===== src/rtl/clsrng_pkg.sv =====
// Shared types and constants for the combined LCG shuffle random number core.
// No dependencies; used by the core, its table RAM hookup and the port checker.
`timescale 1ns / 1ps

package clsrng_pkg;

    // Shuffle table geometry
    localparam int TABLE_SIZE = 32;
    localparam int TAB_AW     = $clog2(TABLE_SIZE);
    // Reinit runs TABLE_SIZE + 8 steps; counter counts down from TABLE_SIZE + 7
    localparam int INIT_STEPS = TABLE_SIZE + 8;
    localparam int CNT_W      = $clog2(INIT_STEPS);

    localparam int GEN_W = 32;
    // Quotient bound: |x| / 52774 < 2^16, and the slot quotient stays at or below 32
    localparam int QUO_W = 16;

    // Restoring divider for the bounded result
    localparam int DIV_W     = 32;
    localparam int DIV_CNT_W = $clog2(DIV_W);

    // Generator constants (Schrage factorization m = a * q + r)
    localparam logic [31:0] MOD_ONE = 32'd2147483563;
    localparam logic [31:0] MOD_TWO = 32'd2147483399;
    localparam logic [31:0] MUL_ONE = 32'd40014;
    localparam logic [31:0] MUL_TWO = 32'd40692;
    localparam logic [31:0] QUO_ONE = 32'd53668;
    localparam logic [31:0] QUO_TWO = 32'd52774;
    localparam logic [31:0] REM_ONE = 32'd12211;
    localparam logic [31:0] REM_TWO = 32'd3791;

    localparam logic [31:0] SPAN     = MOD_ONE - 32'd1;
    localparam logic [31:0] SLOT_DIV = 32'd1 + (SPAN / 32'(TABLE_SIZE));

    // Reciprocal constants: floor(2^SH / d), with SH = 31 + clog2(d) so it fits 32 bits.
    // The estimate is at most one below the true quotient.
    localparam logic [63:0] ONE64     = 64'd1;
    localparam int          SH_ONE    = 31 + $clog2(QUO_ONE);
    localparam int          SH_TWO    = 31 + $clog2(QUO_TWO);
    localparam int          SH_SLOT   = 31 + $clog2(SLOT_DIV);
    localparam logic [31:0] RCP_ONE   = 32'((ONE64 << SH_ONE) / {32'd0, QUO_ONE});
    localparam logic [31:0] RCP_TWO   = 32'((ONE64 << SH_TWO) / {32'd0, QUO_TWO});
    localparam logic [31:0] RCP_SLOT  = 32'((ONE64 << SH_SLOT) / {32'd0, SLOT_DIV});

    // Operation codes
    localparam logic OP_DRAW     = 1'b0;
    localparam logic OP_MODULATE = 1'b1;

    // Which value the shared multiply sequence is working on
    typedef enum logic [1:0] {
        JOB_G1   = 2'd0,
        JOB_G2   = 2'd1,
        JOB_SLOT = 2'd2
    } job_t;

    typedef struct packed {
        logic               operation;
        logic        [31:0] modulus;
        logic signed [31:0] modulate_amount;
    } item_t;

    typedef struct packed {
        logic [30:0] random_value;
        logic [31:0] bounded_value;
        logic        random_bit;
    } result_t;

endpackage


===== src/rtl/combined_lcg_shuffle_rng_core.sv =====
// Combined two-generator LCG with Bays-Durham shuffle table, one shared multiplier.
// Depends on clsrng_pkg and clsrng_ram.
`timescale 1ns / 1ps

//  channel  | signals                          | moves
//  ---------+----------------------------------+---------------------------------------
//  item     | item_valid, item_ready, item     | operation, modulus, modulate_amount
//  result   | result_valid, result_ready, result | random_value, bounded_value, random_bit
//  cfg      | cfg_valid, cfg_ready, cfg_data   | seed (31 bits)
//
//  One 32x32 multiplier serves four products in each generator step and two in the
//  slot divide, then a restoring divider gives the bounded result at one bit per
//  cycle. A reinitializing draw adds 40 steps of generator one. A modulate item runs
//  two combined steps without the divider, plus any reinit. item_ready and cfg_ready
//  are high only when idle; a held result stalls the core before it loads the next
//  one. Reset is async, active low, on the control registers only.

module combined_lcg_shuffle_rng_core (
    input  logic                clk,
    input  logic                rst_n,
    input  logic                item_valid,
    output logic                item_ready,
    input  clsrng_pkg::item_t   item,
    output logic                result_valid,
    input  logic                result_ready,
    output clsrng_pkg::result_t result,
    input  logic                cfg_valid,
    output logic                cfg_ready,
    input  logic [30:0]         cfg_data
);

    typedef enum logic [11:0] {
        ST_IDLE  = 12'b0000_0000_0001,
        ST_CHECK = 12'b0000_0000_0010,
        ST_DV0   = 12'b0000_0000_0100,
        ST_DV1   = 12'b0000_0000_1000,
        ST_DV2   = 12'b0000_0001_0000,
        ST_SC0   = 12'b0000_0010_0000,
        ST_SC1   = 12'b0000_0100_0000,
        ST_SC2   = 12'b0000_1000_0000,
        ST_RD    = 12'b0001_0000_0000,
        ST_MIX   = 12'b0010_0000_0000,
        ST_DIV   = 12'b0100_0000_0000,
        ST_OUT   = 12'b1000_0000_0000
    } state_t;

    // Control state
    state_t                       state_reg, state_next;
    clsrng_pkg::job_t             job_reg, job_next;
    logic                         reinit_reg, reinit_next;
    logic                         phase_reg, phase_next;
    logic [clsrng_pkg::CNT_W-1:0] n_reg, n_next;
    logic                         out_valid_reg, out_valid_next;
    logic [31:0]                  g1_reg, g1_next;
    logic [31:0]                  g2_reg, g2_next;
    logic [31:0]                  sout_reg, sout_next;

    // Datapath registers
    logic                                  op_reg, op_next;
    logic [31:0]                           mod_reg, mod_next;
    logic [31:0]                           amt_reg, amt_next;
    logic [63:0]                           prod_reg, prod_next;
    logic [clsrng_pkg::QUO_W-1:0]          quo_reg, quo_next;
    logic [clsrng_pkg::QUO_W-1:0]          urem_reg, urem_next;
    logic [31:0]                           t_reg, t_next;
    logic [clsrng_pkg::TAB_AW-1:0]         slot_reg, slot_next;
    logic [31:0]                           rem_reg, rem_next;
    logic [31:0]                           dvd_reg, dvd_next;
    logic [clsrng_pkg::DIV_CNT_W-1:0]      dcnt_reg, dcnt_next;
    clsrng_pkg::result_t                   res_reg, res_next;

    // Shared multiplier operands
    logic [31:0] mul_a;
    logic [31:0] mul_b;

    // Per-job constants and source
    logic [31:0]                  c_rcp, c_div, c_mul, c_rem, c_mod, src;
    logic [clsrng_pkg::QUO_W-1:0] k_est;
    logic                         src_neg;
    logic [31:0]                  ax;

    // Table RAM hookup
    logic                          ram_we;
    logic [clsrng_pkg::TAB_AW-1:0] ram_waddr;
    logic [31:0]                   ram_wdata;
    logic                          ram_re;
    logic [31:0]                   ram_rdata;

    // Intermediate arithmetic
    logic [31:0]                   rem0;
    logic                          corr;
    logic [clsrng_pkg::QUO_W-1:0]  quo_fix;
    logic signed [33:0]            v_s, yv_s, yfix_s;
    logic signed [33:0]            pos_s, posfix_s;
    logic [31:0]                   g1_sub, g1_fix, g2_sub, g2_fix, cfg_g1;
    logic [32:0]                   div_shift, div_trial;

    clsrng_ram #(
        .WIDTH (clsrng_pkg::GEN_W),
        .DEPTH (clsrng_pkg::TABLE_SIZE)
    ) u_table (
        .clk     (clk),
        .wr_en   (ram_we),
        .wr_addr (ram_waddr),
        .wr_data (ram_wdata),
        .rd_en   (ram_re),
        .rd_addr (slot_reg),
        .rd_data (ram_rdata)
    );

    assign item_ready   = (state_reg == ST_IDLE);
    assign cfg_ready    = (state_reg == ST_IDLE);
    assign result_valid = out_valid_reg;
    assign result       = res_reg;

    // Constant and source select per job, plus quotient estimate from the product
    always_comb
    begin
        case (job_reg)
            clsrng_pkg::JOB_G1:
            begin
                c_rcp = clsrng_pkg::RCP_ONE;
                c_div = clsrng_pkg::QUO_ONE;
                c_mul = clsrng_pkg::MUL_ONE;
                c_rem = clsrng_pkg::REM_ONE;
                c_mod = clsrng_pkg::MOD_ONE;
                src   = g1_reg;
                k_est = prod_reg[clsrng_pkg::SH_ONE +: clsrng_pkg::QUO_W];
            end
            clsrng_pkg::JOB_G2:
            begin
                c_rcp = clsrng_pkg::RCP_TWO;
                c_div = clsrng_pkg::QUO_TWO;
                c_mul = clsrng_pkg::MUL_TWO;
                c_rem = clsrng_pkg::REM_TWO;
                c_mod = clsrng_pkg::MOD_TWO;
                src   = g2_reg;
                k_est = prod_reg[clsrng_pkg::SH_TWO +: clsrng_pkg::QUO_W];
            end
            default:
            begin
                c_rcp = clsrng_pkg::RCP_SLOT;
                c_div = clsrng_pkg::SLOT_DIV;
                c_mul = '0;
                c_rem = '0;
                c_mod = '0;
                src   = sout_reg;
                // Slot quotient sits in the top bits of the product
                k_est = clsrng_pkg::QUO_W'(prod_reg[63:clsrng_pkg::SH_SLOT]);
            end
        endcase
    end

    assign src_neg = src[31];
    assign ax      = src_neg ? (32'd0 - src) : src;

    // Quotient correction: estimate is exact or one low
    assign rem0    = ax - prod_reg[31:0];
    assign corr    = (rem0 >= c_div);
    assign quo_fix = quo_reg + clsrng_pkg::QUO_W'(corr);

    // Schrage finish: sign * (a * rem - k * r), then fold negatives by m
    assign v_s    = $signed({2'b00, t_reg}) - $signed({2'b00, prod_reg[31:0]});
    assign yv_s   = src_neg ? -v_s : v_s;
    assign yfix_s = yv_s[33] ? (yv_s + $signed({2'b00, c_mod})) : yv_s;

    // Shuffle combine
    assign pos_s    = $signed({{2{ram_rdata[31]}}, ram_rdata})
                    - $signed({{2{g2_reg[31]}}, g2_reg});
    assign posfix_s = (pos_s < 34'sd1) ? (pos_s + $signed({2'b00, clsrng_pkg::SPAN})) : pos_s;

    // Modulate adjustments and seed load
    assign g1_sub = g1_reg - amt_reg;
    assign g1_fix = g1_sub[31] ? (g1_sub + clsrng_pkg::MOD_ONE) : g1_sub;
    assign g2_sub = g2_reg - item.modulate_amount;
    assign g2_fix = g2_sub[31] ? (g2_sub + clsrng_pkg::MOD_TWO) : g2_sub;
    assign cfg_g1 = (cfg_data == '0) ? 32'hFFFF_FFFF : (32'd0 - {1'b0, cfg_data});

    // Restoring divider step
    assign div_shift = {rem_reg, dvd_reg[31]};
    assign div_trial = div_shift - {1'b0, mod_reg};

    // Shared multiplier, registered
    assign prod_next = {32'd0, mul_a} * {32'd0, mul_b};

    // Sequencer
    always_comb
    begin
        state_next     = state_reg;
        job_next       = job_reg;
        reinit_next    = reinit_reg;
        phase_next     = phase_reg;
        n_next         = n_reg;
        out_valid_next = out_valid_reg;
        g1_next        = g1_reg;
        g2_next        = g2_reg;
        sout_next      = sout_reg;
        op_next        = op_reg;
        mod_next       = mod_reg;
        amt_next       = amt_reg;
        quo_next       = quo_reg;
        urem_next      = urem_reg;
        t_next         = t_reg;
        slot_next      = slot_reg;
        rem_next       = rem_reg;
        dvd_next       = dvd_reg;
        dcnt_next      = dcnt_reg;
        res_next       = res_reg;
        mul_a          = '0;
        mul_b          = '0;
        ram_we         = 1'b0;
        ram_waddr      = slot_reg;
        ram_wdata      = g1_reg;
        ram_re         = 1'b0;

        // Result transfer frees the output register
        if (out_valid_reg && result_ready)
        begin
            out_valid_next = 1'b0;
        end

        case (state_reg)
            ST_IDLE:
            begin
                if (cfg_valid)
                begin
                    g1_next = cfg_g1;
                end
                if (item_valid)
                begin
                    op_next    = item.operation;
                    mod_next   = item.modulus;
                    amt_next   = item.modulate_amount;
                    phase_next = 1'b0;
                    if (item.operation == clsrng_pkg::OP_MODULATE)
                    begin
                        g2_next = g2_fix;
                    end
                    state_next = ST_CHECK;
                end
            end

            // Reinit when generator one is at or below zero
            ST_CHECK:
            begin
                if (g1_reg[31] || (g1_reg == '0))
                begin
                    g2_next     = g1_reg;
                    n_next      = clsrng_pkg::CNT_W'(clsrng_pkg::INIT_STEPS - 1);
                    reinit_next = 1'b1;
                    job_next    = clsrng_pkg::JOB_G1;
                end
                else
                begin
                    reinit_next = 1'b0;
                    job_next    = clsrng_pkg::JOB_SLOT;
                end
                state_next = ST_DV0;
            end

            // Divide by constant: reciprocal estimate
            ST_DV0:
            begin
                mul_a      = ax;
                mul_b      = c_rcp;
                state_next = ST_DV1;
            end

            // Back-multiply the estimate
            ST_DV1:
            begin
                mul_a      = {{(32 - clsrng_pkg::QUO_W){1'b0}}, k_est};
                mul_b      = c_div;
                quo_next   = k_est;
                state_next = ST_DV2;
            end

            // Correct quotient and remainder
            ST_DV2:
            begin
                quo_next  = quo_fix;
                urem_next = corr ? clsrng_pkg::QUO_W'(rem0 - c_div) : clsrng_pkg::QUO_W'(rem0);
                if (job_reg == clsrng_pkg::JOB_SLOT)
                begin
                    if (src_neg || (src == '0))
                    begin
                        slot_next = '0;
                    end
                    else if (quo_fix >= clsrng_pkg::QUO_W'(clsrng_pkg::TABLE_SIZE))
                    begin
                        slot_next = clsrng_pkg::TAB_AW'(clsrng_pkg::TABLE_SIZE - 1);
                    end
                    else
                    begin
                        slot_next = quo_fix[clsrng_pkg::TAB_AW-1:0];
                    end
                    state_next = ST_RD;
                end
                else
                begin
                    state_next = ST_SC0;
                end
            end

            ST_SC0:
            begin
                mul_a      = {{(32 - clsrng_pkg::QUO_W){1'b0}}, urem_reg};
                mul_b      = c_mul;
                state_next = ST_SC1;
            end

            ST_SC1:
            begin
                t_next     = prod_reg[31:0];
                mul_a      = {{(32 - clsrng_pkg::QUO_W){1'b0}}, quo_reg};
                mul_b      = c_rem;
                state_next = ST_SC2;
            end

            // Write back the stepped generator
            ST_SC2:
            begin
                if (job_reg == clsrng_pkg::JOB_G1)
                begin
                    g1_next = yfix_s[31:0];
                    if (reinit_reg)
                    begin
                        if (n_reg < clsrng_pkg::CNT_W'(clsrng_pkg::TABLE_SIZE))
                        begin
                            ram_we    = 1'b1;
                            ram_waddr = n_reg[clsrng_pkg::TAB_AW-1:0];
                            ram_wdata = yfix_s[31:0];
                        end
                        if (n_reg == '0)
                        begin
                            sout_next   = yfix_s[31:0];
                            reinit_next = 1'b0;
                            job_next    = clsrng_pkg::JOB_SLOT;
                        end
                        else
                        begin
                            n_next = n_reg - 1'b1;
                        end
                    end
                    else
                    begin
                        job_next = clsrng_pkg::JOB_G2;
                    end
                    state_next = ST_DV0;
                end
                else
                begin
                    g2_next    = yfix_s[31:0];
                    state_next = ST_MIX;
                end
            end

            // Read the chosen table entry
            ST_RD:
            begin
                ram_re     = 1'b1;
                job_next   = clsrng_pkg::JOB_G1;
                state_next = ST_DV0;
            end

            // Combine, refill the slot, then finish or run the second modulate draw
            ST_MIX:
            begin
                ram_we    = 1'b1;
                sout_next = posfix_s[31:0];
                if (op_reg == clsrng_pkg::OP_DRAW)
                begin
                    dvd_next   = posfix_s[31:0];
                    rem_next   = '0;
                    dcnt_next  = '0;
                    state_next = ST_DIV;
                end
                else if (!phase_reg)
                begin
                    g1_next    = g1_fix;
                    phase_next = 1'b1;
                    state_next = ST_CHECK;
                end
                else
                begin
                    state_next = ST_IDLE;
                end
            end

            // One quotient bit per cycle
            ST_DIV:
            begin
                rem_next  = div_trial[32] ? div_shift[31:0] : div_trial[31:0];
                dvd_next  = {dvd_reg[30:0], 1'b0};
                dcnt_next = dcnt_reg + 1'b1;
                if (dcnt_reg == clsrng_pkg::DIV_CNT_W'(clsrng_pkg::DIV_W - 1))
                begin
                    state_next = ST_OUT;
                end
            end

            // Load result once the output register is free
            ST_OUT:
            begin
                if (!out_valid_reg || result_ready)
                begin
                    res_next.random_value  = sout_reg[30:0];
                    res_next.bounded_value = (mod_reg == '0) ? 32'd0 : rem_reg;
                    res_next.random_bit    = sout_reg[0];
                    out_valid_next         = 1'b1;
                    state_next             = ST_IDLE;
                end
            end

            default:
            begin
                state_next = ST_IDLE;
            end
        endcase
    end

    // Control registers
    always_ff @(posedge clk or negedge rst_n)
    begin
        if (!rst_n)
        begin
            state_reg     <= ST_IDLE;
            job_reg       <= clsrng_pkg::JOB_G1;
            reinit_reg    <= 1'b0;
            phase_reg     <= 1'b0;
            n_reg         <= '0;
            out_valid_reg <= 1'b0;
            g1_reg        <= 32'hFFFF_FFFF;
            g2_reg        <= '0;
            sout_reg      <= '0;
        end
        else
        begin
            state_reg     <= state_next;
            job_reg       <= job_next;
            reinit_reg    <= reinit_next;
            phase_reg     <= phase_next;
            n_reg         <= n_next;
            out_valid_reg <= out_valid_next;
            g1_reg        <= g1_next;
            g2_reg        <= g2_next;
            sout_reg      <= sout_next;
        end
    end

    // Datapath registers
    always_ff @(posedge clk)
    begin
        op_reg   <= op_next;
        mod_reg  <= mod_next;
        amt_reg  <= amt_next;
        prod_reg <= prod_next;
        quo_reg  <= quo_next;
        urem_reg <= urem_next;
        t_reg    <= t_next;
        slot_reg <= slot_next;
        rem_reg  <= rem_next;
        dvd_reg  <= dvd_next;
        dcnt_reg <= dcnt_next;
        res_reg  <= res_next;
    end

endmodule


===== src/rtl/clsrng_ram.sv =====
// Generic single-port-write, single-port-read RAM with registered read data.
// No dependencies; holds the shuffle table of the random number core.
`timescale 1ns / 1ps

module clsrng_ram #(
    parameter int WIDTH = 32,
    parameter int DEPTH = 32
) (
    input  logic                     clk,
    input  logic                     wr_en,
    input  logic [$clog2(DEPTH)-1:0] wr_addr,
    input  logic [WIDTH-1:0]         wr_data,
    input  logic                     rd_en,
    input  logic [$clog2(DEPTH)-1:0] rd_addr,
    output logic [WIDTH-1:0]         rd_data
);

    logic [WIDTH-1:0] mem [DEPTH];
    logic [WIDTH-1:0] rd_data_reg;

    // Write port and registered read port
    always_ff @(posedge clk)
    begin
        if (wr_en)
        begin
            mem[wr_addr] <= wr_data;
        end
        if (rd_en)
        begin
            rd_data_reg <= mem[rd_addr];
        end
    end

    assign rd_data = rd_data_reg;

endmodule


===== config.mk =====
export PLATFORM = sky130hd
export DESIGN_NAME = combined_lcg_shuffle_rng_core
export DESIGN_NICKNAME = d
export VERILOG_FILES = /design/src/rtl/clsrng_pkg.sv /design/src/rtl/combined_lcg_shuffle_rng_core.sv /design/src/rtl/clsrng_ram.sv
export SDC_FILE = /design/constraint.sdc
export NUM_CORES = 2
export LEC_CHECK = 0
export BUFFER_PORTS_ARGS = -buffer_cell sky130_fd_sc_hd__clkbuf_2
export CAP_MARGIN = 20
export CORE_MARGIN = 2
export CORE_UTILIZATION = 55
export CTS_CLUSTER_DIAMETER = 100
export DETAILED_ROUTE_END_ITERATION = 10
export PLACE_DENSITY = 0.71
export SLEW_MARGIN = 25
export SYNTH_ARGS = -nofsm -noshare
export SYNTH_HDL_FRONTEND = slang
export SYNTH_SLANG_ARGS = --single-unit

===== constraint.sdc =====
create_clock -name clk -period 10.3 [get_ports clk]
set_input_delay 0 -clock clk [delete_from_list [all_inputs] [get_ports clk]]
set_output_delay 0 -clock clk [all_outputs]
set_load 0.03 [all_outputs]

# [Word-level counts from Yosys, hierarchy flattened]
# Memories as Yosys holds them, arrays and structs flattened. A register that Yosys moved wholly into a read port is not among the register bits.
# Cells that the tools add are included.
# Widths: inputs -> output; s select.
[totals] in_bits=101 wordCells=193 output_inout_bits=67 reg_bits=450 ramBits=1024 memories=1
[memory_table] name="u_table.mem" words=32 word_bits=32 rd=1 rd_clocked_by_memory_dff=1 wr=1 line_no="clsrng_ram.sv:18" text="logic [WIDTH-1:0] mem [DEPTH];"
[op_classes] mux=84 magnitude_cmp=4 add_sub_neg=17 n_reduce_logical=33 multipliers=1 eq_ne=30
[ops] operator="$mux 32" n=24
[ops] operator="$pmux 32 s2" n=4
[ops] operator="$pmux 32 s4" n=2
[ops] operator="$pmux 32 s3" n=2
[ops] operator="$pmux 12 s11" n=1
[ops] operator="$logic_not 32->1" n=3
[ops] operator="$sub 32x32->32" n=3
[ops] operator="$sub 32x32->33" n=2
[ops] operator="$add 32x31->32 const B" n=2
[ops] operator="$mul 32x32->64" n=1
[ops] operator="$pmux 16 s2" n=2
[ops] operator="$pmux 31 s2" n=1
[ops] operator="$pmux 29 s2" n=1
[ops] operator="$pmux 26 s2" n=1
[ops] operator="$mux 12" n=3
[ops] operator="$mux 34" n=1
[ops] operator="$neg 33->34" n=1
[ops] operator="$lt 33x2->1 const B" n=1
[ops] operator="$sub 33x32->33" n=1
[ops] operator="$add 32x32->32" n=1
[ops] operator="$add 32x32->32 const B" n=1
[ops] operator="$ge 32x26->1" n=1
[ops] operator="$mux 16" n=2
[ops] operator="$sub 1x31->32 const A" n=1
[ops] operator="other kinds (49)" n=107

# [Depth between registers and ports, before layout]
[depth] depth_word=9 ltp_mapped=44 depth_no_buf=40

# [Hierarchy]
# From an unflattened synthesis, not the netlist that was laid out.
[hier_totals] cells_unflattened=9612 area_unflattened_um2=105710.1
[modules_own_cells] mod="combined_lcg_shuffle_rng_core" area_per_inst_um2=64897.2 cells_each=7352 seq_area_each_um2=11987.7 instances=1
[modules_own_cells] mod="clsrng_ram" area_per_inst_um2=40812.9 cells_each=2260 seq_area_each_um2=31710.4 instances=1

# [Worst setup path after synthesis]
# OpenSTA, ideal clock, no wires.
[synth_path] path_kind="reg2reg" start="register job_reg[0]" end="register prod_reg[63]" setup_time_ps=120 required_time_ps=10180 arrival_time_ps=10121 n_path_buf=4 stages_incl_launch_ff=43 setup_slack_ps=59 cell_sequence="dfrtp_1 buf_2 buf_1 buf_2 mux2i_1 nor2_1 a21oi_1 nand3_1 nor3_1 and3_1 nand2_1 o31ai_1 xor2_1 and2_1 clkbuf_1 nand2_1 fa_1 inv_1 [... 7 more ...] fa_1 inv_1 fa_1 inv_1 ha_1 a21o_1 a21o_1 a21oi_1 o21ai_0 a221o_1 a21oi_1 a31oi_1 o41ai_1 o21ai_0 a21oi_1 o21ai_0 a21oi_1 xnor2_1"
[synth_between] elab_chain_cells=6 word_cells_on_any_way=14 classes_between="add/sub: 1; mul: 1; eq/ne: 1; mux: 9; reduce/logical: 2"
[synth_lines] element="start: declaration" line_no="combined_lcg_shuffle_rng_core.sv:49" text="clsrng_pkg::job_t job_reg, job_next;"
[synth_lines] element="start signal: assignment" line_no="combined_lcg_shuffle_rng_core.sv:428" text="job_reg <= clsrng_pkg::JOB_G1;"
[synth_lines] element="start signal: assignment" line_no="combined_lcg_shuffle_rng_core.sv:440" text="job_reg <= job_next;"
[synth_lines] element="$eq 2x1->1 or $logic_not 2->1 (tied branches)" line_no="combined_lcg_shuffle_rng_core.sv:119" text="case (job_reg)"
[synth_lines] element="$pmux 32 s2" line_no="combined_lcg_shuffle_rng_core.sv:119"
[synth_lines] element="$sub 1x32->32" line_no="combined_lcg_shuffle_rng_core.sv:155" text="assign ax = src_neg ? (32'd0 - src) : src;"
[synth_lines] element="$mux 32" line_no="combined_lcg_shuffle_rng_core.sv:155"
[synth_lines] element="$pmux 32 s4" line_no="combined_lcg_shuffle_rng_core.sv:222" text="case (state_reg)"
[synth_lines] element="$mul 32x32->64 (*)" line_no="combined_lcg_shuffle_rng_core.sv:184" text="assign prod_next = {32'd0, mul_a} * {32'd0, mul_b};"
[synth_lines] element="via prod_next[63]" line_no="combined_lcg_shuffle_rng_core.sv:62" text="logic [63:0] prod_reg, prod_next;"
[synth_lines] element="end signal: assignment" line_no="combined_lcg_shuffle_rng_core.sv:457" text="prod_reg <= prod_next;"
[synth_lines] element="end: declaration" line_no="combined_lcg_shuffle_rng_core.sv:62"
# Mark *: on every way through the listed nets, which the timed path passes. The rest lies on a longest branch.
# A chain may end at the register's enable or synchronous reset.

# [Final worst setup path]
[layout_path] start="register job_reg[0]" end="register prod_reg[56]"
# The elaborated chain is that of the path after synthesis.

==> metrics.txt <==
Total GRT Usage=about two fifths; Syn Inst Count=around 9000; Largest register FFs=roughly 1000; yosys warns=0; Crit-path slowest cell=fa_2; top-count cell post-synth=inv_1; DR iter-0 viols=between 9000 and 10000; Total Routed Length=380000 µm; RR Endpoint=prod_reg[56]$_DFF_P_; RSZ-0062 raised after global routing=yes; Max stage delay on crit path=600 ps; fin worst setup slack=around 20 ps; Die X=441 µm; Critical Path RT=11000 ps; DPL Wire Length=between 200000 and 300000 µm; area grow syn2layout=17.2%; Synth area leader=edfxtp_1; TritonCTS Buffers=around 150; CTS tree=yes; layout cells sized above 1=between 10% and 20%; Yosys reg bits=between 1000 and 1500; WL per Instance=29.9 µm; row cnt=160; main combinational cell family by area after synthesis=adder cells; Via density=around 6.3; Critical Path Sink Type=register; crit path DAT=10980 ps; Worst R2R Setup Slack=roughly 20 ps; max_cap viols=0; Fin. Hold Viols=0; Comb power frac=between 50% and 60%; final instance area=123000 µm²; Slew Limit Fails=0; Reg clk slew, reported paths=approximately 70 ps; post-synthesis xor/xnor area fraction=under 10%; number of buffers on the longest clock path=3; fin crit share=between 90% and 100%; FF-to-FF Start=job_reg[0]$_DFFE_PN0P_; sequential share of power=about a quarter; simple-gate share of the synthesized area=9.13%; pre-CTS WS=-805 ps; CP startpoint kind=register; number of library cell types mapped by synthesis=roughly 110; FMAX=a little under 0.1 GHz; top-area cell type share of the netlist area=between 30% and 40%; Setup Skew=about 62 ps; I/O pin total=168; P_leak=~52 nW; adder-cell area share of the yosys netlist=about 22%; Tightest Pin Transition=1120 ps; IO buf count=about 170; Via Count=about 80000; Compound-Gate Fraction of Synth Area=9.12%; Worst Hold Depth=2; Mapped Area=approximately 110000 µm²; largest net degree at the start of global routing=141; VDD IR max=0.261 mV; Top FF cell, synth=edfxtp_1; worst r2r path cells=41; die area=~200000 µm²; Psw=approximately 14 mW; GPL Wtd Cong=just over 1; Die Y=441 µm; Net Sw Frac=between 40% and 50%; status=complete, no violations; Pwr Density=approximately 260 nW/µm²; placed instance area=115000 µm²; H-tree depth=4; post-synthesis average cell area=around 12 µm²; mux share of post-synthesis cell area=8.34%; Slew headroom=24.6%; Hold Path Class=input port to register; CP max FO=8; root buf cell=clkbuf_16; Final setup viols=0; Hold Path Origin=item[9]; Core Box Area=between 150000 and 200000 µm²; initial antenna violation count=21; Final nets=around 12000; min Tclk post-route=slightly above 10000 ps; post-synthesis sequential area ratio=slightly above 40%; Remaining Overflow, GRT=0; clock share of power=~18%; FFs w/ async S/R, synth=under 10%; Most common cell on crit path=fa_1; total power=31.4 mW; Post-synth EDFFs=around 1300; clock sink total=roughly 1500; Synth top cells by count=inv_1, edfxtp_1, fa_1; fill cell count=about 14000; drt pass-1 iters=6; hold endpoint=amt_reg[9]$_DFFE_PP_; first-pass GRT wire length=between 500000 and 600000 µm; # DRC=0; ANT nets after route=0; Pint=between 15 and 20 mW; Area contributors post-synth=edfxtp_1, fa_1, mux4_2; worst skew pair latency=approximately 820 ps; Initial Utilization=roughly 55%; via count of the first global-routing pass=around 79000; critical path type=register to register
## cell usage in the layout, fill, tap and decap left out, types with 181 or more instances in the layout
| master | count |
|---|---|
| nor2_1 | 667 |
| edfxtp_1 | 1322 |
| buf_4 | 751 |
| nand2_1 | 597 |
| ha_1 | 523 |
| o21ai_0 | 226 |
| fa_1 | 809 |
| inv_1 | 1317 |
| xnor2_1 | 256 |
| a21oi_1 | 415 |
| mux4_2 | 320 |
| dlygate4sd3_1 | 181 |
## logic make-up (layout without fill, tap and decap cells)
kind of cell / Yosys count / in the layout
mux: 469 / 469
compound gates: 1487 / 1487
fa+ha+maj: 1379 / 1379
xor+xnor: 410 / 410
simple gates: 2078 / 2078
flops: 1490 / 1490
buf+inv: 1655 / 2768
other cells: 2 / 106
## stage by stage
step | cells | util, % | TNS, ps | hold WS, ps
final | 12700 | 64.8 | 0 | 35.8
after global routing | 12700 | 64.8 | -614 | 43.5
after detailed placement | 12200 | 60.4 | -6110 | 179
after floorplan | 9066 | - | 0 | -296
after global placement | 12200 | 60.4 | -5530 | 181
after CTS | 12600 | 64.0 | 0 | 0.185
## routing by layer
metal	vias to the layer above	track usage (%)	share of wire (%)	wire (µm)
met2	4912	59.7	45	170000
met3	979	9.05	11	40700
met5	-	0	0.035	132
met1	40000	54.6	40	150000
met4	16	16.0	4.9	18600
li1	33500	-	-	-
## power groups by stage
stage          combinational, mW  clock, mW  sequential (mW)
2_1_floorplan               10.1          0             7.94
3_5_place_dp                16.8          0             8.03
6_report                    18.0       5.53             7.94
4_1_cts                     17.1       5.55             7.91
5_1_grt                     19.1       5.77             7.94
3_3_place_gp                16.7          0             8.04
## worst max path at each step
stage | startpoint | endpoint | slack, ps | cells past startpoint
after CTS | job_reg[0]$_DFFE_PN0P_ | prod_reg[61]$_DFF_P_ | 6 | 41
final | job_reg[0]$_DFFE_PN0P_ | prod_reg[56]$_DFF_P_ | 20 | 41
after global placement | job_reg[0]$_DFFE_PN0P_ | prod_reg[60]$_DFF_P_ | -710 | 44
after detailed placement | job_reg[0]$_DFFE_PN0P_ | prod_reg[62]$_DFF_P_ | -800 | 39
after floorplan | job_reg[0]$_DFFE_PN0P_ | prod_reg[63]$_DFF_P_ | 60 | 42
after global routing | job_reg[0]$_DFFE_PN0P_ | prod_reg[60]$_DFF_P_ | -130 | 42
## repair_timing
item                                    CTS  global route
endpoints found under the hold margin   180             1
buffers inserted                          6            42
hold buffers                            181             1
gates resized for setup                  54           282
pin swaps                                17           129
endpoints found under the setup margin   13            13
gates cloned                              0             3
## layout make-up
| type | instances | area (µm²) | share of cell area, % |
|---|---|---|---|
| antenna | 8 | 20.0 | 0.0163 |
| multi-input combinational | 5921 | 57100 | 46.4 |
| clock buffer | 183 | 3860 | 3.14 |
| tap | 2511 | 3140 | 2.55 |
| timing repair buffer | 1155 | 9260 | 7.52 |
| sequential | 1490 | 43700 | 35.5 |
| clock inverter | 84 | 993 | 0.807 |
| inverter | 1346 | 5060 | 4.11 |
## critical path: cells and delay by family, from the launching register on
kind,cells,cell delay [ps]
XOR/XNOR,2,360
flip-flops,1,460
multiplexers,1,210
adder cells (fa/ha/maj),10,4620
buffers and inverters,12,1530
AND/OR/NAND/NOR,7,1090
AO/OA/AOI/OAI,9,1890
(Power assumes the default switching activity.)
